File: src/hw/rtl/stsg_pkg.sv
// Shared types, constants and arithmetic helpers for the sine tone generator.
package stsg_pkg;

  localparam int unsigned RegCount = 5;
  localparam int unsigned MaxChannels = 8;

  typedef enum logic [2:0] {
    REG_SAMPLE_RATE    = 3'd0,
    REG_TONE_FREQUENCY = 3'd1,
    REG_VOLUME         = 3'd2,
    REG_CHANNEL_COUNT  = 3'd3,
    REG_SAMPLE_FORMAT  = 3'd4
  } reg_idx_t;

  typedef enum logic [3:0] {
    ST_IDLE,
    ST_PER_DIV,
    ST_MOD_DIV,
    ST_MUL_PF,
    ST_REM_DIV,
    ST_PHASE_DIV,
    ST_X2,
    ST_POLY_MUL,
    ST_POLY_SUB,
    ST_SINE,
    ST_SCALE,
    ST_FORMAT,
    ST_PUSH
  } eng_state_t;

  localparam logic [31:0] C1 = 32'd1686629713;
  localparam logic [31:0] C3 = 32'd693598670;
  localparam logic [31:0] C5 = 32'd85569301;
  localparam logic [31:0] C7 = 32'd5026995;
  localparam logic [31:0] C9 = 32'd172272;

  // Polynomial coefficients in Horner order after C9.
  function automatic logic [31:0] poly_coef(input logic [1:0] i);
    case (i)
      2'd0: poly_coef = C7;
      2'd1: poly_coef = C5;
      2'd2: poly_coef = C3;
      default: poly_coef = C1;
    endcase
  endfunction

  // Tick handed from the front end to the sample engine.
  typedef struct packed {
    logic [11:0] sample_index;
  } tick_t;

  // Computed sample handed to the channel emitter.
  typedef struct packed {
    logic [31:0] bits;
    logic [11:0] sample_index;
    logic [3:0]  channels;
    logic        is_float;
  } sample_t;

endpackage

File: src/hw/rtl/stsg_emitter.sv
// Channel emitter: fans one sample out to every channel with its byte offset.
module stsg_emitter (
  input  logic              clk,
  input  logic              rst_n,
  input  logic              smp_valid,
  output logic              smp_ready,
  input  stsg_pkg::sample_t smp,
  output logic              out_tvalid,
  input  logic              out_tready,
  output logic [55:0]       out_tdata,
  output logic              out_tlast
);
  import stsg_pkg::*;

  logic [2:0]  k_r;
  logic [16:0] base;
  logic [16:0] off;
  logic        last;

  assign base = {5'd0, smp.sample_index} * {13'd0, smp.channels};
  assign off = smp.is_float ? 17'((base + {14'd0, k_r}) << 2) : 17'((base + {14'd0, k_r}) << 1);
  assign last = ({1'b0, k_r} + 4'd1 == smp.channels);

  assign out_tvalid = smp_valid;
  assign out_tdata = {4'd0, k_r, off, smp.bits};
  assign out_tlast = last;
  assign smp_ready = out_tready && last;

  always_ff @(posedge clk) begin
    if (!rst_n) k_r <= '0;
    else if (smp_valid && out_tready) k_r <= last ? 3'd0 : k_r + 1'b1;
  end
endmodule

File: config.mk
export PLATFORM = sky130hd
export DESIGN_NAME = stsg_emitter
export DESIGN_NICKNAME = d
export VERILOG_FILES = /design/src/hw/rtl/stsg_pkg.sv /design/src/hw/rtl/stsg_emitter.sv
export SDC_FILE = /design/constraint.sdc
export NUM_CORES = 1
export LEC_CHECK = 0
export ABC_AREA = 1
export BUFFER_PORTS_ARGS = -buffer_cell sky130_fd_sc_hd__buf_2
export CAP_MARGIN = 20
export CORE_MARGIN = 2
export CORE_UTILIZATION = 53
export DETAILED_ROUTE_END_ITERATION = 16
export GPL_TIMING_DRIVEN = 0
export PLACE_DENSITY_LB_ADDON = 0.12
export SYNTH_ARGS = -nofsm -noshare
export SYNTH_HDL_FRONTEND = slang
export SYNTH_SLANG_ARGS = --single-unit
File: constraint.sdc
create_clock -name clk -period 12.8 [get_ports clk]
set_clock_uncertainty 0.2 [all_clocks]
set_input_delay 1.92 -clock clk [delete_from_list [all_inputs] [get_ports clk]]
set_output_delay 1.92 -clock clk [all_outputs]
set_load 0.01 [all_outputs]
# After elaboration in Yosys (flattened, before gate mapping)
# Cells that the tools add are included.
dict set report word_totals {
  wordCells 10
  inputBits 53
  regBits 3
}
dict set report classes {
  n_reduce_logical 2
  n_eq_ne 1
  add_sub_neg 3
  mux 2
  n_mul 1
}
# operator n
set ops {}
lappend ops {{two-way mux 17 bit} 1}
lappend ops {{adder 16 x 3 -> 16 bit} 1}
lappend ops {{multiplier 12 x 4 -> 16 bit} 1}
lappend ops {{adder 3 x 1 -> 4 bit, second input constant} 1}
lappend ops {{equality test 4 bit} 1}
lappend ops {{adder 3 x 1 -> 3 bit, second input constant} 1}
lappend ops {{two-way mux 3 bit} 1}
lappend ops {{logical AND 1 bit} 2}

# Logic depth before layout (Yosys ltp)
# Gate-level depths: netlist (run 1).
dict set report logic_depth {
  ltp_word 3
  ltp_mapped 16
  ltp_nobuf 15
}

# Worst setup path before layout (run 1)
# OpenSTA, ideal clock, no wires.
dict set report synth_path {
  kind {input to output}
  startpoint {input port smp[4] (netlist name)}
  endpoint {output port out_tdata[41]}
  required_ns 10.680
  arrival_ns 4.689
  cell_stages 13
  path_slack_ns 5.991
  cell_sequence {clkbuf_1 nand2_1 fa_1 inv_1 fa_1 ha_1 ha_1 nand2_1 nand3_2 a21oi_1 xor2_1 nand2_1 nand2_1}
}
dict set report synth_via {
  elab_chain_len 3
}
# item line
set synth_lines {}
lappend synth_lines {{start: declaration} stsg_emitter.sv:7} ;# input stsg_pkg::sample_t smp,
lappend synth_lines {{multiplier 12 x 4 -> 16 bit} stsg_emitter.sv:20} ;# assign base = {5'd0, smp.sample_index} * {13'd0, smp.channels};
lappend synth_lines {{adder 16 x 3 -> 16 bit} stsg_emitter.sv:21} ;# assign off = smp.is_float ? 17'((base + {14'd0, k_r}) << 2) : 17'((base + {14'd0, k_r}) << 1);
lappend synth_lines {{two-way mux 17 bit} stsg_emitter.sv:21}
lappend synth_lines {{end: declaration} stsg_emitter.sv:10} ;# output logic [55:0] out_tdata,
# No other way between the ends.

# Worst setup path after layout (run 1)
dict set report layout_path {
  startpoint {input port smp[4] (netlist name)}
  endpoint {output port out_tdata[42]}
}
# Same word-level chain as after synthesis.

==> results of run 1 <==
==> critical path, cell delays in order <==
cell      delay, ps
buf_2           140
clkbuf_1        400
nand2_1         150
fa_1            550
inv_1            50
fa_1            470
ha_1            300
ha_1            370
nand2_1         120
nand3_2         110
a21oi_1         180
xor2_1          210
nand2_1          80
nand2_1          50
buf_2           120
==> layer usage <==
metal	global-route usage (%)	vias up	routed length [um]	share of wire (%)
met5	0	-	0	0
met3	0.686	9	324	6.1
met4	5.25	0	73	1.4
met1	25.2	1092	2410	46
li1	-	1364	-	-
met2	34.6	90	2470	47
==> final cells by class <==
cell class | count | area [um^2]
Sequential cell | 3 | 60.1
Tap cell | 54 | 67.6
Buffer | 45 | 314
Fill cell | 474 | 1620
Inverter | 93 | 349
Clock buffer | 4 | 45.0
Timing Repair Buffer | 73 | 365
Multi-Input combinational cell | 282 | 1870
==> placed cells by master, fill, tap and decap left out <==
cell      synthesis  layout
nor2_1           14      14
nand3b_1          2       2
inv_2             1       1
or2_0             1       1
xnor2_1           1       1
dfxtp_1           3       3
inv_1            92      92
clkbuf_1          5       6
nand3_2           2       2
ha_1             34      34
conb_1            1       5
clkbuf_8          0       3
xor2_2            1       1
nand2_2           6       6
o21ai_0           7       7
fa_1             22      22
nand4_1           3       3
a21oi_1          11      11
buf_4            38      38
nand2_1         142     142
xor2_1            6       6
buf_2             2      75
or2_1             1       1
nor3_2            1       1
nand3_1          23      23
==> power by group through the flow <==
stage,clock network [mW],logic (mW),registers (mW)
after floorplan,0,0.148,0.0106
after global placement,0,0.199,0.0106
after detailed placement,0,0.200,0.0106
after CTS,0.0281,0.203,0.0105
after global routing,0.0289,0.230,0.0106
final,0.0282,0.201,0.0105
==> stage by stage <==
step	instance area [um^2]	hold WS [ps]	worst slack, ps	power [mW]
6_report	3070	385	5450	0.240
5_1_grt	3070	404	5190	0.269
4_1_cts	3070	382	5430	0.241
3_5_place_dp	3020	360	5450	0.211
3_3_place_gp	3020	356	5470	0.209
2_1_floorplan	2590	340	5990	0.159
==> synth_stat cells <==
master and n:
nand2_2 6, nor2_1 14, clkbuf_1 5, nand3_2 2
o21ai_0 7, dfxtp_1 3, fa_1 22, xnor2_1 1
nand2_1 142, ha_1 34, nand4_1 3, nand3b_1 2
conb_1 1, xor2_1 6, or2_0 1, or2_1 1
a21oi_1 11, buf_2 2, inv_1 92, nor3_2 1
inv_2 1, buf_4 38, xor2_2 1, nand3_1 23
==> worst paths after layout <==
path	start	to	slack [ps]	cells after the start
hold / removal	k_r[2]	k_r[2]	380	2
setup / recovery	smp[4]	out_tdata[42]	5450	15
hold reg to reg	k_r[2]	k_r[2]	380	2
setup reg to reg	k_r[1]	k_r[1]	11090	10
==> cells by family after synthesis <==
kind of cell	Yosys count	synth area share, %
xor gates and xnor gates	8	3.01
other	1	0.146
DFF	3	2.33
and+or+nand+nor	195	31.6
AOI/OAI and AO/OA	18	3.50
adders and majority gates	56	33.6
buffers and inverters	138	25.8
==> run_results.csv, run 1 <==
group,metric,value,unit
outcome,status,"finished clean",
global_routing,antenna_found_initial,0,
final_layout,syn_to_final_growth,19.1,%
floorplanning,die_w,73.7,um
timing,fin_crit,7350,ps
timing,fin_setup_tns,0,ps
clock_tree,cts_root_buffer,"clkbuf_8",
clock_tree,cts_setup_buffers,0,
final_layout,final_util,65.4,%
floorplanning,die_area,5430,um^2
clock_tree,path_clk_slew,30,ps
timing,setup_viol,0,
final_layout,largest_reg_flops,3,
pwr,combPwrFrac,83.9,%
worst_hold_path,hp-class,"register to register",
pwr,sw_frac_of_total,52.3,%
timing,report.final.slew_viol_count,0,
setup_path,worstSetupPathType,"input pin to primary output",
setup_path,crit_arrival,5230,ps
floorplanning,core-area,4690,um^2
detailed_routing,via_per_inst,4.61,
synthesis,ys_ff_latch,3,
global_routing,first_global_vias,2205,
job,maxCapViolations,0,
global_routing,gr-usage-all-layers,19.3,%
clock_tree,clockBufferDepth,2,
synthesis,yosys.area.top_type,"nand2_1",
pwr,irDropWorstVdd,64.5,uV
final_layout,fin_cells,554,
synthesis,yosys_warnings,0,
detailed_routing,drt_iter0_drc,81,
synthesis,synth_cell_types,24,
clock_tree,ctsHoldBuffers,0,
placed_design,routabilityCongestion,0.894,
clock_tree,cts-resized-gates,0,
detailed_routing,dr.pass1.iters,4,
pwr,clockPowerShare,11.8,%
timing,period_share,57.4,%
setup_path,cp.required,10680,ps
detailed_routing,ant_nets,0,
detailed_routing,routedWlPerCell,9.53,um
timing,rsz0062_at_grt,"no",
detailed_routing,drc,0,
synthesis,syn-mean-instance-area,6.15,um^2
floorplanning,die-height,73.7,um
clock_tree,clk_latency,220,ps
clock_tree,cts_made_buffers,3,
global_routing,grt_pass1_wl,8630,um
synthesis,syn-cell-area,2570,um^2
detailed_routing,wl,5280,um
final_layout,nets,610,
setup_path,endpoint_kind,"primary output",
floorplanning,rows,25,
final_layout,regMostFlops,"k_r",
final_layout,reg_top3,"k_r x3",
clock_tree,clock_sinks,3,
placed_design,placed_cells,550,
placed_design,place_hpwl,4680,um
synthesis,synth_area_leaders,"nand2_1, fa_1, ha_1, inv_1, buf_4",
clock_tree,cts_tree,"yes",
clock_tree,htree_levels,1,
global_routing,grt_start_max_net_pins,11,
setup_path,critPathLaunchType,"input pin",
final_layout,n_antenna_cell,0,
pwr,p_int,0.114,mW
pwr,leakagePower,2.19,nW
floorplanning,initial_core_util,54.9,%
pwr,seqPwrFrac,4.4,%
placed_design,port_buffers,73,
final_layout,drive_above_1_share,25.4,%
synthesis,synth_top_cell_area_share,20.7,%
synthesis,ys_seq_area_share,2.33,%
setup_path,crit_path_max_fanout,10,
pwr,p_per_area,78.1,nW/um^2
timing,max_freq,136,MHz
floorplanning,ioPinCount,112,
synthesis,netlist_instances,419,
global_routing,grt_remaining_overflow,0,
pwr,switching_power,0.125,mW
timing,hold_viol,0,
detailed_routing,vias,2555,
(Power assumes the default switching activity.)
==> inputs of run 2 (changes only) <==
--- a/config.mk
+++ b/config.mk
@@ -9,7 +9,7 @@
 export BUFFER_PORTS_ARGS = -buffer_cell sky130_fd_sc_hd__buf_2
 export CAP_MARGIN = 20
 export CORE_MARGIN = 2
-export CORE_UTILIZATION = 53
+export CORE_UTILIZATION = 50
 export DETAILED_ROUTE_END_ITERATION = 16
 export GPL_TIMING_DRIVEN = 0
 export PLACE_DENSITY_LB_ADDON = 0.12
==> constraint.sdc (replaced) <==
create_clock -name clk -period 6.99 [get_ports clk]
set_clock_uncertainty 0.2 [all_clocks]
set_input_delay 1.0485 -clock clk [delete_from_list [all_inputs] [get_ports clk]]
set_output_delay 1.0485 -clock clk [all_outputs]
set_load 0.01 [all_outputs]
==> run_results.csv, run 2 (synthesis gave the netlist of run 1 again) <==
group,metric,value,unit
outcome,status,"finished clean",
final_layout,fillCellCount,531,
placed_design,routabilityCongestion,0.852,
global_routing,use_met1,26.0,%
job,maxCapViolations,0,
global_routing,gr-usage-all-layers,19.0,%
setup_path,cpPeakStageDelay,550,ps
placed_design,port_buffers,73,
setup_path,critPathTopFamily,"adder cells",
detailed_routing,via_per_inst,4.44,
global_routing,antenna_found_initial,0,
timing,max_freq,179,MHz
setup_path,endpoint_kind,"primary output",
final_layout,regMostFlops,"k_r",
pwr,p_per_area,142,nW/um^2
detailed_routing,ant_nets,0,
final_layout,largest_reg_flops,3,
clock_tree,cts_root_buffer,"clkbuf_8",
timing,report.final.slew_viol_count,0,
clock_tree,cts_made_buffers,3,
global_routing,grt_remaining_overflow,0,
final_layout,multi_input_area,1870,um^2
clock_tree,cts-resized-gates,0,
final_layout,n_antenna_cell,0,
setup_path,crit_path_max_fanout,10,
setup_path,path_common_cell,"nand2_1",
clock_tree,clk_latency,210,ps
global_routing,globalRouteMet3Util,1.19,%
setup_path,critPathLaunchType,"input pin",
timing,rsz0062_at_grt,"no",
detailed_routing,vias,2532,
global_routing,grt_start_max_net_pins,11,
floorplanning,die-height,75.8,um
floorplanning,ioPinCount,112,
timing,fin_crit,5600,ps
placed_design,placed_cells,566,
detailed_routing,drc,0,
clock_tree,path_clk_slew,30,ps
pwr,irDropWorstVdd,134,uV
final_layout,layout_commonest_cell,"nand2_1",
clock_tree,ctsHoldBuffers,0,
floorplanning,initial_core_util,51.1,%
setup_path,crit_arrival,4350,ps
final_layout,mostFrequentLayoutCells,"nand2_1, inv_1, buf_2",
floorplanning,die_area,5740,um^2
clock_tree,cts_setup_buffers,0,
floorplanning,die_w,75.8,um
worst_hold_path,hp-class,"register to register",
final_layout,drive_above_1_share,25.4,%
global_routing,gr-usage-met2,33.5,%
detailed_routing,dr.pass1.iters,4,
floorplanning,core-area,5040,um^2
timing,setup_ws,1390,ps
timing,fin_setup_tns,0,ps
clock_tree,clock_sinks,3,
final_layout,nets,610,
floorplanning,rows,26,
placed_design,pre_cts_ws,1370,ps
setup_path,critPathBufInv,4,
setup_path,critPathSlowestCell,"fa_1",
timing,hold_viol,0,
detailed_routing,drt_iter0_drc,57,
clock_tree,cts_tree,"yes",
setup_path,cp_cell_sequence,"buf_2, clkbuf_1, nand2_1, fa_1, inv_1, fa_1, ha_1, ha_1, nand2_1, nand3_2, a21oi_1, xor2_1, nand2_1, nand2_1, buf_2",
global_routing,first_global_vias,2263,
setup_path,worstSetupPathType,"input pin to primary output",
placed_design,place_hpwl,4660,um
clock_tree,clockBufferDepth,2,
setup_path,cp.required,5740,ps
final_layout,final_util,61.2,%
final_layout,syn_to_final_growth,19.9,%
final_layout,reg_top3,"k_r x3",
final_layout,fin_cells,570,
detailed_routing,wl,5170,um
detailed_routing,routedWlPerCell,9.08,um
final_layout,seq_area,60.1,um^2
global_routing,grt_pass1_wl,8860,um
timing,setup_viol,0,
global_routing,busiest_layer,"met2",
clock_tree,htree_levels,1,
pwr,leakagePower,2.19,nW
timing,period_share,80.1,%
-- run 2: final timing paths --
path,cells past startpoint,end,slack [ps],startpoint
worst max-delay path,15,out_tdata[41],1390,smp[4]
worst min-delay path,2,k_r[1],350,k_r[1]
worst max register to register,10,k_r[2],5390,k_r[1]
worst min register to register,2,k_r[1],350,k_r[1]
-- run 2: layout make-up --
cell class              count  share of cell area [%]
plain buffers              45                    10.2
clock buffers               4                    1.46
inverters                  93                    11.3
multi-input cells         282                    60.5
flip-flops and latches      3                    1.94
well taps                  70                    2.84
repair buffers             73                    11.8
-- run 2: layer usage --
layer,share of wire [%],wire length (um)
met1,47,2450
met2,46,2400
met3,5.8,300
met4,0.52,27
met5,0,0
-- run 2: tightest hold or removal path: cells and delay by family (launching register included) --
family,cells,cell delay (ps)
flops,1,360
simple gates,1,90
compound gates,1,60
-- run 2: power by group --
part / switching, mW / internal [mW] / total (mW) / leakage, nW
Clock: 0.0118 / 0.0389 / 0.0507 / 0.0228
Sequential: 0.00118 / 0.0179 / 0.0191 / 0.0244
Combinational: 0.216 / 0.152 / 0.368 / 2.14
-- run 2: metrics by stage --
stage	total power [mW]	instance area [um^2]	hold slack, ps
after floorplan	0.291	2590	340
after global placement	0.385	3040	354
after detailed placement	0.388	3040	343
after CTS	0.444	3090	351
after global routing	0.504	3090	415
final	0.438	3090	352
