`config.mk`:
```
export PLATFORM = sky130hd
export DESIGN_NAME = stsg_fifo
export DESIGN_NICKNAME = d
export VERILOG_FILES = /design/src/hw/rtl/stsg_fifo.sv
export SDC_FILE = /design/constraint.sdc
export NUM_CORES = 1
export LEC_CHECK = 0
export ABC_AREA = 0
export BUFFER_PORTS_ARGS = -buffer_cell sky130_fd_sc_hd__buf_2
export CELL_PAD_IN_SITES_DETAIL_PLACEMENT = 2
export CELL_PAD_IN_SITES_GLOBAL_PLACEMENT = 2
export CORE_ASPECT_RATIO = 1.1
export CORE_UTILIZATION = 30
export DETAILED_ROUTE_END_ITERATION = 7
export PLACE_DENSITY_LB_ADDON = 0.2
export SLEW_MARGIN = 20
export SYNTH_ARGS = -nofsm -noshare
export SYNTH_HDL_FRONTEND = slang
export SYNTH_SLANG_ARGS = --single-unit
```
`constraint.sdc`:
```
create_clock -name clk -period 1.4 [get_ports clk]
set_input_delay 0.21 -clock clk [delete_from_list [all_inputs] [get_ports clk]]
set_output_delay 0.21 -clock clk [all_outputs]
set_load 0.1 [all_outputs]
```
`src/hw/rtl/stsg_fifo.sv`:
```
// Small synchronous queue between the stages.
module stsg_fifo #(
  parameter int unsigned Width = 8,
  parameter int unsigned Depth = 2
) (
  input  logic             clk,
  input  logic             rst_n,
  input  logic             wr_valid,
  output logic             wr_ready,
  input  logic [Width-1:0] wr_data,
  output logic             rd_valid,
  input  logic             rd_ready,
  output logic [Width-1:0] rd_data
);
  localparam int unsigned AW = (Depth > 1) ? $clog2(Depth) : 1;
  localparam int unsigned CW = $clog2(Depth + 1);

  logic [Width-1:0] mem_r [Depth];
  logic [AW-1:0] wp_r, rp_r;
  logic [CW-1:0] cnt_r;
  logic wr_en, rd_en;

  assign wr_ready = (cnt_r != CW'(Depth));
  assign rd_valid = (cnt_r != '0);
  assign rd_data = mem_r[rp_r];
  assign wr_en = wr_valid && wr_ready;
  assign rd_en = rd_valid && rd_ready;

  always_ff @(posedge clk) begin
    if (!rst_n) begin
      wp_r <= '0;
      rp_r <= '0;
      cnt_r <= '0;
    end else begin
      if (wr_en) wp_r <= (wp_r == AW'(Depth - 1)) ? '0 : wp_r + 1'b1;
      if (rd_en) rp_r <= (rp_r == AW'(Depth - 1)) ? '0 : rp_r + 1'b1;
      if (wr_en && !rd_en) cnt_r <= cnt_r + 1'b1;
      else if (rd_en && !wr_en) cnt_r <= cnt_r - 1'b1;
    end
  end

  always_ff @(posedge clk) begin
    if (wr_en) mem_r[wp_r] <= wr_data;
  end
endmodule

```
======== After elaboration in Yosys (flattened, before gate mapping) ========
Memories as Yosys holds them, arrays and structs flattened. A register that Yosys moved wholly into a read port is not among the register bits.
Index checks and enable logic that the tools add are counted.
operators by class
  add/subtract/negate cells ............... 4
  mux-type cells .......................... 8
  equality and inequality tests ........... 1
  reductions and logical operators ........ 8
operators by type and width
  operator             number
  $mux 1               6
  $logic_and 1x1->1    4
  $mux 2               2
  $reduce_bool 2->1    2
  $add 1x1->1 const B  2
  $add 2x1->2 const B  1
  $logic_not 1->1      2
  $ne 2x2->1 const B   1
  $sub 2x1->2 const B  1
storage, ports and cells
  word-level logic and storage cells ...... 25
  output and inout bits ................... 10
  bits in writable memories ............... 16
  input bits .............................. 12
  register bits ........................... 4
  memories kept ........................... 1
memory list
  name   words  bits a word  rd ports  clocked after memory_dff  wr ports  RTL line  source
  mem_r  2      8            1         1                         1         18        logic [Width-1:0] mem_r [Depth];

======== Logic depth before layout (Yosys ltp) ========
Gate-level depths: netlist of run 1.
  depth in word-level cells ............... 6
  depth in mapped cells ................... 6
  depth with buffers taken out ............ 6

======== Least setup slack after synthesis of run 1 ========
No wires, ideal clock.
  path type ............................... register to register
  from .................................... register cnt_r[0]
  to ...................................... register cnt_r[1]
  setup slack ............................. -0.319 ns
  cell stages (with the launch flop) ...... 6
  buffers on the path ..................... 0
  library setup time ...................... 0.070 ns
  arrival time ............................ 1.649 ns
  period minus slack after synthesis ...... 1.719 ns
  required time ........................... 1.330 ns
  cell sequence ........................... dfxtp_1 -> nand2b_4 -> and2_1 -> ha_1 -> or3_1 -> a21oi_1
between the ends
  longest elaborated chain between the ends .. 5
  elaborated cells on any way between the ends .. 13
  those cells by class .................... 2 x add/sub; 1 x eq/ne; 2 x mux; 8 x reduce/logical
RTL lines
  element                      RTL line  source
  from (decl)                  20        logic [CW-1:0] cnt_r;
  from (signal assigned)       37        if (wr_en && !rd_en) cnt_r <= cnt_r + 1'b1;
  from (signal assigned)       38        else if (rd_en && !wr_en) cnt_r <= cnt_r - 1'b1;
  $ne 2x2->1 *                 23        assign wr_ready = (cnt_r != CW'(Depth));
  named net wr_ready           9         output logic wr_ready,
  $logic_and 1x1->1 *          26        assign wr_en = wr_valid && wr_ready;
  $logic_not 1->1              38
  $logic_and 1x1->1            38
  $reduce_bool 2->1 (no line)  --
The timed path passes the listed nets; every way through them passes the cells marked *. The select of a mux whose other input is x is not followed.
A chain may end at the register's enable or synchronous reset.

==> reports/metrics.cfg, run 1 <==
[timing]
setup_viol=10
whs_ns=0.09812
rsz0062_at_grt=yes
min_period_over_period_pct=106.4
hold_violations=0
skew_ns=0.004264
max_freq_ghz=0.6715
layout_setup_ws_ns=-0.08912
relSlewSlack_pct=73.67
worst_slew_pin_slew_ns=0.3949
tns_ns=-0.6952
drv_slew=0
period_minus_slack_ns=1.489

[power_and_ir_drop]
p_int_mw=1.681
power_frac_comb_pct=61.7
p_switching_mw=1.314
p_sw_share_pct=43.88
power.density_mw_per_mm2=2418
p_seq_share_pct=29.1
ir_drop_mv=1.742
cellLeakagePower_nw=0.5085
clkPwrFrac_pct=9.2

[placement]
gp_congestion=0.6046
io_buffer_count=21
hpwl_microns=1117

[worst_setup_path]
worstRegToRegCells=6
worstPathArrival_ns=1.28
cp-end-kind=primary output
critical_path_class=flip-flop to primary output
crit_path_start_kind=flip-flop
rr_startpoint=cnt_r[0]
cp_max_fo=4
reg2reg_slack_ns=-0.05
r2r-end=cnt_r[1]
critPathCapture=rd_data[0]
required_ns=1.19

[global_routing]
met3_usage_pct=2.439
grt_usage_pct=12.31
grt_pass1_wl_microns=2504
met1_usage_pct=14.69
met2_usage_pct=20.78
grt_max_degree=12
globalRouteOverflowTotal=0
antenna_found_initial=0
top_usage_layer=met2
grt_pass1_vias=542

[die]
fp.dieW_microns=51.53
core_sq_mm=0.002520
fp-row-count=19
start_util_pct=32.13
fp.dieArea_sq_mm=0.002910
design.portCount=22
chipHeight_microns=56.48

[cts]
clockBufferDepth=2
clk_latency_ns=0.29
clkTransAtPathRegs_ns=0.11
cts_buffers=3
ctsHtreeMaxLevel=1
clock_sinks=21
cts_root_buf=clkbuf_4
ctsHoldBuffers=0
cts_tree=built

[routing]
drt_wl_total_microns=1622
drt_iter0_drc=1
drcViolationCount=0
dr_total_vias=498
antenna_left=0
wire_per_inst_microns=14.61
routed_via_density=4.486
dr.pass1.iters=3

[hold_path]
min_from=wr_data[0]
holdCritPathClass=primary input to flip-flop

[yosys]
syn_avg_cell_area_sq_um=16.19
seq_area_frac_synth_pct=71.72
postSynthCellCount=50
yosysUniqueCellTypes=17
syn_area_sq_um=809.5
syn-num-nets=63
ys_ff_latch=21
yosys_warnings=0

[final_layout]
nNetsFinal=94
fill_cells=242
drive_gt1_share_pct=57.50
diodes=0
seqCellArea_sq_um=586.8
final_core_util_pct=49.16
area_growth_syn_to_layout_pct=53.01
multi_input_area_sq_um=264.0

[flow_run]
drv_cap=0

[outcome]
outcome=finished, violations left
violations=setup timing

-- cells in the mapped netlist --
cell	instances	area (sq um)
ha_1	1	12.51
o21ai_0	2	10.01
nand2b_4	1	13.76
dfxtp_1	5	100.1
mux2_2	8	90.09
a21oi_1	2	10.01
and2_1	1	6.260
and3_1	1	6.260
nor2_1	3	11.26
edfxtp_1	16	480.5
nand3b_1	1	7.510
xor2_1	3	26.28
a21bo_2	1	10.01
or2_2	1	6.260
inv_1	2	7.510
or3_1	1	6.260
buf_2	1	5.000
-- layout by cell type (no fill, tap or decap), types with 2 or more instances in the layout --
| cell | netlist | final |
|---|---|---|
| edfxtp_1 | 16 | 16 |
| a21oi_1 | 2 | 2 |
| buf_4 | 0 | 2 |
| xor2_1 | 3 | 3 |
| nor2_1 | 3 | 3 |
| clkbuf_4 | 0 | 3 |
| inv_1 | 2 | 2 |
| buf_2 | 1 | 11 |
| mux2_4 | 0 | 8 |
| dfxtp_1 | 5 | 2 |
| buf_6 | 0 | 4 |
| buf_12 | 0 | 10 |
| dfxtp_2 | 0 | 2 |
-- metrics by stage --
stage | total power, mW | cells | cell area, sq um | setup slack [ns]
floorplan | 1.956 | 50 | 825.8 | -0.2103
global placement | 2.300 | 106 | 1032 | -0.006324
detailed placement | 2.329 | 106 | 1032 | -0.04095
CTS | 3.018 | 111 | 1235 | -0.1102
global route | 3.115 | 111 | 1239 | -0.1413
finish | 2.995 | 111 | 1239 | -0.08912
-- worst min path at each step --
| stage | slack (ns) | end | cells past startpoint |
|---|---|---|---|
| global route | 0.08 | mem_r[1][2] | 1 |
| CTS | 0.09 | mem_r[1][2] | 1 |
| global placement | 0.40 | mem_r[0][5] | 1 |
| finish | 0.1 | mem_r[0][0] | 1 |
| floorplan | 0.31 | mem_r[0][0] | 0 |
| detailed placement | 0.40 | mem_r[1][2] | 1 |
-- worst max-delay path: stages, from the launching register on --
cell     delay [ns]
dfxtp_2        0.37
buf_6          0.13
mux2_4         0.32
buf_12         0.17
-- power groups by stage --
| stage | sequential, mW | combinational (mW) | clock [mW] |
|---|---|---|---|
| after global routing | 0.882 | 1.93 | 0.308 |
| after global placement | 0.859 | 1.44 | 0 |
| after CTS | 0.870 | 1.86 | 0.291 |
| after floorplan | 0.849 | 1.11 | 0 |
| after detailed placement | 0.872 | 1.46 | 0 |
| final | 0.872 | 1.85 | 0.276 |
-- sequential cells by signal, summed over array words and instances, names as in the netlist, named ones only --
signal,cells
mem_r,16
wp_r,1
rp_r,1
cnt_r,2
-- cell families after synthesis --
| group | count (synthesis) | share of synthesized area [%] |
|---|---|---|
| AOI/OAI and AO/OA | 5 | 3.710 |
| xor gates and xnor gates | 3 | 3.246 |
| adders and majority gates | 1 | 1.545 |
| buffers and inverters | 3 | 1.545 |
| DFF | 21 | 71.72 |
| muxes | 8 | 11.13 |
| and+or+nand+nor | 9 | 7.112 |
-- cell type report --
class / count / area share [%]
sequential: 21 / 47.37
timing repair buffer: 27 / 25.45
multi-input combinational: 26 / 21.31
tap: 31 / 3.131
clock buffer: 4 / 2.121
inverter: 2 / 0.6061
-- what timing repair did --
| item | 4_1_cts | 5_1_grt |
|---|---|---|
| setup endpoints to repair | 10 | 10 |
| gates cloned | 0 | 0 |
| buffers inserted | 1 | 0 |
| pin swaps | 1 | 1 |
| resized for setup | 47 | 2 |
-- routing by layer --
layer  up-vias  wire length, microns  share of wire (%)
li1        243                     -                  -
met1       242                   724                 45
met2        11                   842                 52
met3         2                    39                2.4
met4         0                    16               0.99
met5         -                     0                  0
Power figures use the tool's default switching activity.
==> inputs of run 2 (changes only) <==
--- a/config.mk
+++ b/config.mk
@@ -6,13 +6,14 @@
 export NUM_CORES = 1
 export LEC_CHECK = 0
 export ABC_AREA = 0
-export BUFFER_PORTS_ARGS = -buffer_cell sky130_fd_sc_hd__buf_2
 export CELL_PAD_IN_SITES_DETAIL_PLACEMENT = 2
 export CELL_PAD_IN_SITES_GLOBAL_PLACEMENT = 2
 export CORE_ASPECT_RATIO = 1.1
-export CORE_UTILIZATION = 30
+export CORE_UTILIZATION = 36
 export DETAILED_ROUTE_END_ITERATION = 7
+export DONT_BUFFER_PORTS = 1
 export PLACE_DENSITY_LB_ADDON = 0.2
+export SKIP_CTS_REPAIR_TIMING = 1
 export SLEW_MARGIN = 20
 export SYNTH_ARGS = -nofsm -noshare
 export SYNTH_HDL_FRONTEND = slang
==> run 2 against run 1 <==
Effect of this change:
- the run still ends with setup timing left
- sequential cell count did not move
- final cell count fell by 8.1%
- fmax fell by 0.16%
- critical path depth rose by 3
- die area fell by 16%
- cell area fell by 8.4%
- utilization rose by 5.8 points
- highest routed layer unchanged
==> reports/metrics.cfg, run 2 (synthesized netlist as in run 1, its figures left out) <==
[routing]
dr.pass1.iters=4  ; +1
drcViolationCount=0  ; unchanged
drt_wl_total_microns=1822  ; +12%
drt_iter0_drc=3  ; +2
wire_per_inst_microns=17.86  ; +22%
dr_total_vias=493  ; -1.0%
antenna_left=0  ; unchanged
routed_via_density=4.833  ; +7.7%

[final_layout]
multi_input_area_sq_um=271.5  ; +2.8%
reg_top3=mem_r x16, cnt_r x2
fill_cells=193  ; -20%
final_core_util_pct=55.00  ; +5.8 points
largest_reg_flops=16  ; unchanged
layout_common_cells=edfxtp_1 (16), mux2_4 (8), dlygate4sd3_1 (8), buf_4 (8), buf_6 (4)
nNetsFinal=88  ; -6.4%
drive_gt1_share_pct=44.59  ; -13 points
regMostFlops=mem_r
diodes=0  ; unchanged
seqCellArea_sq_um=589.3  ; +0.43%
design_area_sq_mm=0.001135  ; -8.4%
area_growth_syn_to_layout_pct=40.19
layout_commonest_cell=edfxtp_1

[global_routing]
globalRouteOverflowTotal=0  ; unchanged
grt_pass1_vias=505  ; -6.8%
grt_max_degree=12  ; unchanged
grt_pass1_wl_microns=2449  ; -2.2%
grt_usage_pct=15.32  ; +3.0 points
antenna_found_initial=0  ; unchanged

[cts]
clock_sinks=21  ; unchanged
clk_latency_ns=0.30  ; about the same
clockBufferDepth=2  ; unchanged
ctsHtreeMaxLevel=1  ; unchanged
cts_buffers=3  ; unchanged
cts_tree=built
clkTransAtPathRegs_ns=0.11  ; about the same
cts_root_buf=clkbuf_4

[die]
start_util_pct=39.24  ; +7.1 points
fp.dieW_microns=47.22  ; -8.4%
chipHeight_microns=51.74  ; -8.4%
fp.dieArea_sq_mm=0.002443  ; -16%
fp-row-count=17  ; -2
design.portCount=22  ; unchanged
core_sq_mm=0.002063  ; -18%

[timing]
relSlewSlack_pct=80.25  ; +6.6 points
min_period_over_period_pct=106.5  ; +0.17 points
drv_slew=0  ; unchanged
layout_setup_ws_ns=-0.09156  ; -0.002445 ns
rsz0062_at_grt=yes
skew_ns=0.004587  ; +0.0003233 ns
tns_ns=-0.3543  ; +0.3409 ns
max_freq_ghz=0.6704  ; -0.16%
whs_ns=0.1090  ; +0.01089 ns
hold_violations=0  ; unchanged
period_minus_slack_ns=1.492  ; +0.002445 ns
setup_viol=10  ; unchanged
worst_slew_pin_slew_ns=0.2976  ; -0.09726 ns

[hold_path]
hold_depth=2  ; +1
holdCritPathClass=primary input to flip-flop
min_from=wr_valid

[worst_setup_path]
critical_path_class=flip-flop to flip-flop
rr_startpoint=cnt_r[0]
path_delay_family=simple AND/OR/NAND/NOR gates
crit_path_start_kind=flip-flop
slowest_delay_ns=0.37  ; about the same
worstPathArrival_ns=1.73  ; +0.45 ns
required_ns=1.64  ; +0.45 ns
cp_slowest_cell=dfxtp_4
cp-end-kind=flip-flop
startpoint=cnt_r[0]
cp_max_fo=4  ; unchanged
crit_chain=nand2b_4 -> and2_4 -> ha_4 -> xor2_2 -> or3_1 -> a21oi_1
cp.depth=6  ; +3
worstRegToRegCells=6  ; unchanged
path_buf_inv=0  ; -2

[placement]
placed_cell_area_sq_um=950.9  ; -7.9%
hpwl_microns=1275  ; +14%
io_buffer_count=0  ; -100%
gp_congestion=0.7056  ; +17%

[flow_run]
drv_cap=0  ; unchanged

[outcome]
violations=setup timing
outcome=finished, violations left

-- run 2: changes by cell type in the layout (fill, tap and decap cells not counted) --
cell,delta
buf_12,-9
buf_2,-11
buf_4,+6
dfxtp_2,-1
dfxtp_4,+1
dlygate4sd3_1,+8
xor2_1,-1
xor2_2,+1
-- run 2: area by class of cell --
class                      count  share of cell area [%]
tap                           28                   3.087
timing repair buffer          21                   18.08
multi-input combinational     26                   23.92
clock buffer                   4                   2.315
inverter                       2                  0.6615
sequential                    21                   51.93
-- run 2: per-stage QoR --
step	setup slack (ns)	instances
3_3_place_gp	0.03489	88
2_1_floorplan	-0.2103	50
5_1_grt	-0.1409	102
6_report	-0.09156	102
4_1_cts	-0.1905	92
3_5_place_dp	-0.06949	88
-- run 2: per-layer routing --
layer | track usage (%) | part of all wire, % | vias up
li1 | - | - | 229
met1 | 15.53 | 38 | 244
met2 | 26.85 | 56 | 18
met3 | 5.556 | 4.8 | 2
met4 | 7.143 | 0.71 | 0
met5 | 0 | 0 | -
-- run 2: final timing paths --
check	endpoint	slack, ns
worst min-delay path	wp_r	0.11
worst max register to register	cnt_r[1]	-0.09
worst min register to register	rp_r	0.55
worst max-delay path	cnt_r[1]	-0.09
-- run 2: worst reg2reg max path, cell delays in order, from the launching register on --
cell and delay, ns:
dfxtp_4 0.37, nand2b_4 0.15, and2_4 0.15, ha_4 0.17, xor2_2 0.16, or3_1 0.32, a21oi_1 0.12
Power of run 2 is left out: the tool's default activity adds up to more than one toggle a clock period on the data nets, which glitch-free logic cannot reach.
==> inputs of run 3 (changes only) <==
--- a/config.mk
+++ b/config.mk
@@ -5,11 +5,11 @@
 export SDC_FILE = /design/constraint.sdc
 export NUM_CORES = 1
 export LEC_CHECK = 0
-export ABC_AREA = 0
+export ABC_AREA = 1
 export CELL_PAD_IN_SITES_DETAIL_PLACEMENT = 2
 export CELL_PAD_IN_SITES_GLOBAL_PLACEMENT = 2
 export CORE_ASPECT_RATIO = 1.1
-export CORE_UTILIZATION = 36
+export CORE_UTILIZATION = 35
 export DETAILED_ROUTE_END_ITERATION = 7
 export DONT_BUFFER_PORTS = 1
 export PLACE_DENSITY_LB_ADDON = 0.2
==> run 3 against run 2 <==
Effect of this change:
- utilization decreased by 4.6 points
- non-clock buffer count decreased by 3
- clock-buffer cell count decreased by 1
- the flow still finishes with violations (setup timing)
- register-to-register slack improved by 0.20 ns
- critical path depth decreased by 4
- routed wire length increased by 13%
- hold slack got worse by 0.083 ns
- final cell count increased by 11%
- synthesized cell count increased by 24%
- clock skew increased by 0.010 ns
- sequential share of layout area unchanged
==> reports/metrics.cfg, run 3 <==
[flow_run]
drv_cap=0  ; unchanged

[placement]
io_buffer_count=0  ; unchanged
place_inst=99  ; +13%
gp_congestion=0.6460  ; -8.4%
hpwl_microns=1320  ; +3.6%

[routing]
drcViolationCount=0  ; unchanged
routed_via_density=4.788  ; -0.95%
dr.pass1.iters=5  ; +1
dr_total_vias=541  ; +9.7%
antenna_left=0  ; unchanged
drt_iter0_drc=14  ; +11
wire_per_inst_microns=18.24  ; +2.1%
drt_wl_total_microns=2061  ; +13%

[timing]
setup_viol=8  ; -2
drv_slew=0  ; unchanged
layout_setup_ws_ns=-0.06602  ; +0.02555 ns
min_period_over_period_pct=104.7  ; -1.8 points
rsz0062_at_grt=yes
whs_ns=0.02574  ; -0.08327 ns
skew_ns=0.01479  ; +0.01020 ns
worst_slew_pin_slew_ns=0.3048  ; +0.007168 ns
period_minus_slack_ns=1.466  ; -0.02555 ns
hold_violations=0  ; unchanged
max_freq_ghz=0.6821  ; +1.7%
relSlewSlack_pct=79.77  ; -0.48 points

[die]
chipHeight_microns=53.25  ; +2.9%
design.portCount=22  ; unchanged
fp-row-count=18  ; +1
core_sq_mm=0.002252  ; +9.2%
start_util_pct=37.11  ; -2.1 points
fp.dieArea_sq_mm=0.002588  ; +5.9%
fp.dieW_microns=48.60  ; +2.9%

[cts]
clock_sinks=21  ; unchanged
ctsHtreeMaxLevel=1  ; unchanged
cts_buffers=3  ; unchanged
clkTransAtPathRegs_ns=0.13  ; +0.02 ns
clk_latency_ns=0.30  ; about the same
clockBufferDepth=2  ; unchanged
cts_root_buf=clkbuf_4
cts_tree=built

[power_and_ir_drop]
ir_drop_mv=1.763
power.density_mw_per_mm2=2370
power_mw=2.689
cellLeakagePower_nw=0.4471

[worst_setup_path]
crit_chain=buf_6 -> mux2_4
crit_path_start_kind=flip-flop
cp-end-kind=primary output
critical_path_class=flip-flop to primary output
required_ns=1.19  ; -0.45 ns
cp_max_fo=6  ; +2
cp_slowest_cell=mux2_4
worstPathArrival_ns=1.26  ; -0.47 ns
slowest_delay_ns=0.45  ; +0.08 ns

[yosys]
yosysMostFrequentCell=edfxtp_1
synth_flop_cell=edfxtp_1
synth_edf_count=16  ; unchanged
yosys_warnings=0  ; unchanged
yosysTopAreaCellShare_pct=57.49  ; -1.9 points
synth_common_cells=edfxtp_1 (16), mux2_2 (8), nor2_1 (8)
syn_avg_cell_area_sq_um=13.48  ; -17%
async_flop_share_pct=0  ; unchanged
yosysUniqueCellTypes=18  ; +1
syn_area_sq_um=835.8  ; +3.2%
synth_top_area_cell=edfxtp_1
seq_area_frac_synth_pct=69.46  ; -2.3 points
ys_ff_latch=21  ; unchanged
postSynthCellCount=62  ; +24%
syn-num-nets=75  ; +19%
ys_top_cells_by_area=edfxtp_1 (57%), dfxtp_1 (12%), mux2_2 (11%)

[final_layout]
nNetsFinal=97  ; +10%
layout_commonest_cell=edfxtp_1
layout_common_cells=edfxtp_1 (16), dlygate4sd3_1 (9), mux2_4 (8), nor2_1 (8), buf_4 (7)
largest_reg_flops=16  ; unchanged
regMostFlops=mem_r
final_cells=113  ; +11%
drive_gt1_share_pct=39.76  ; -4.8 points
diodes=0  ; unchanged
area_growth_syn_to_layout_pct=35.78
reg_top3=mem_r x16, cnt_r x2

[global_routing]
antenna_found_initial=0  ; unchanged
grt_max_degree=13  ; +1
grt_usage_pct=14.89  ; -0.43 points
grt_pass1_vias=548  ; +8.5%
grt_pass1_wl_microns=2649  ; +8.2%
globalRouteOverflowTotal=0  ; unchanged

[outcome]
violations=setup timing
outcome=finished, violations left

[hold_path]
holdCritPathClass=primary input to flip-flop

-- run 3: path summary, 6_finish.rpt --
kind / startpoint / end / slack (ns) / cells after the start
min reg2reg: cnt_r[0] / cnt_r[0] / 0.49 / 1
max reg2reg: cnt_r[0] / cnt_r[1] / 0.11 / 8
max: flip-flop / rd_data[5] / -0.07 / 2
min: rst_n / cnt_r[0] / 0.03 / 2
-- run 3: area by class of cell --
type	instances	area, sq um
multi-input cells	32	270.3
inverters	8	36.28
clock inverters	1	5.005
fillers	219	1117
well taps	30	37.54
repair buffers	18	173.9
flip-flops and latches	21	589.3
clock buffers	3	22.52
-- run 3: critical path, delay by kind of cell, from the launching register on --
| kind | cells | cell delay (ns) |
|---|---|---|
| buffers and inverters | 1 | 0.15 |
| DFF | 1 | 0.37 |
| muxes | 1 | 0.45 |
-- run 3: cell families (layout without fill, tap and decap cells) --
group                    Yosys count  in the layout  share of synthesized area [%]
flip-flops                        21             21                          69.46
AND/OR/NAND/NOR                   19             19                          11.08
buffers and inverters              9             30                          4.340
multiplexers                       8              8                          10.78
AO/OA/AOI/OAI                      4              4                          2.843
adder cells (fa/ha/maj)            1              1                          1.497
-- run 3: power by group --
| part | switching [mW] | leakage [nW] | internal, mW |
|---|---|---|---|
| logic | 1.06 | 0.237 | 0.426 |
| clock network | 0.185 | 0.0177 | 0.106 |
| registers | 0.0942 | 0.192 | 0.814 |
-- run 3: per-stage QoR --
step	area, sq um	util, %	TNS [ns]	setup WS (ns)
6_report	1135	50.39	-0.4551	-0.06602
5_1_grt	1135	50.39	-0.8555	-0.1167
4_1_cts	978.4	43.44	-1.641	-0.2205
3_5_place_dp	950.9	42.22	0	0.01818
3_3_place_gp	950.9	42.22	0	0.06844
2_1_floorplan	845.8	-	-0.8934	-0.05589
-- run 3: layer usage --
metal,GRT usage [%],vias up,wire (microns)
li1,-,253,-
met3,4.310,2,88
met4,10.29,0,19
met5,0,-,0
met2,28.17,12,1127
met1,14.16,274,827
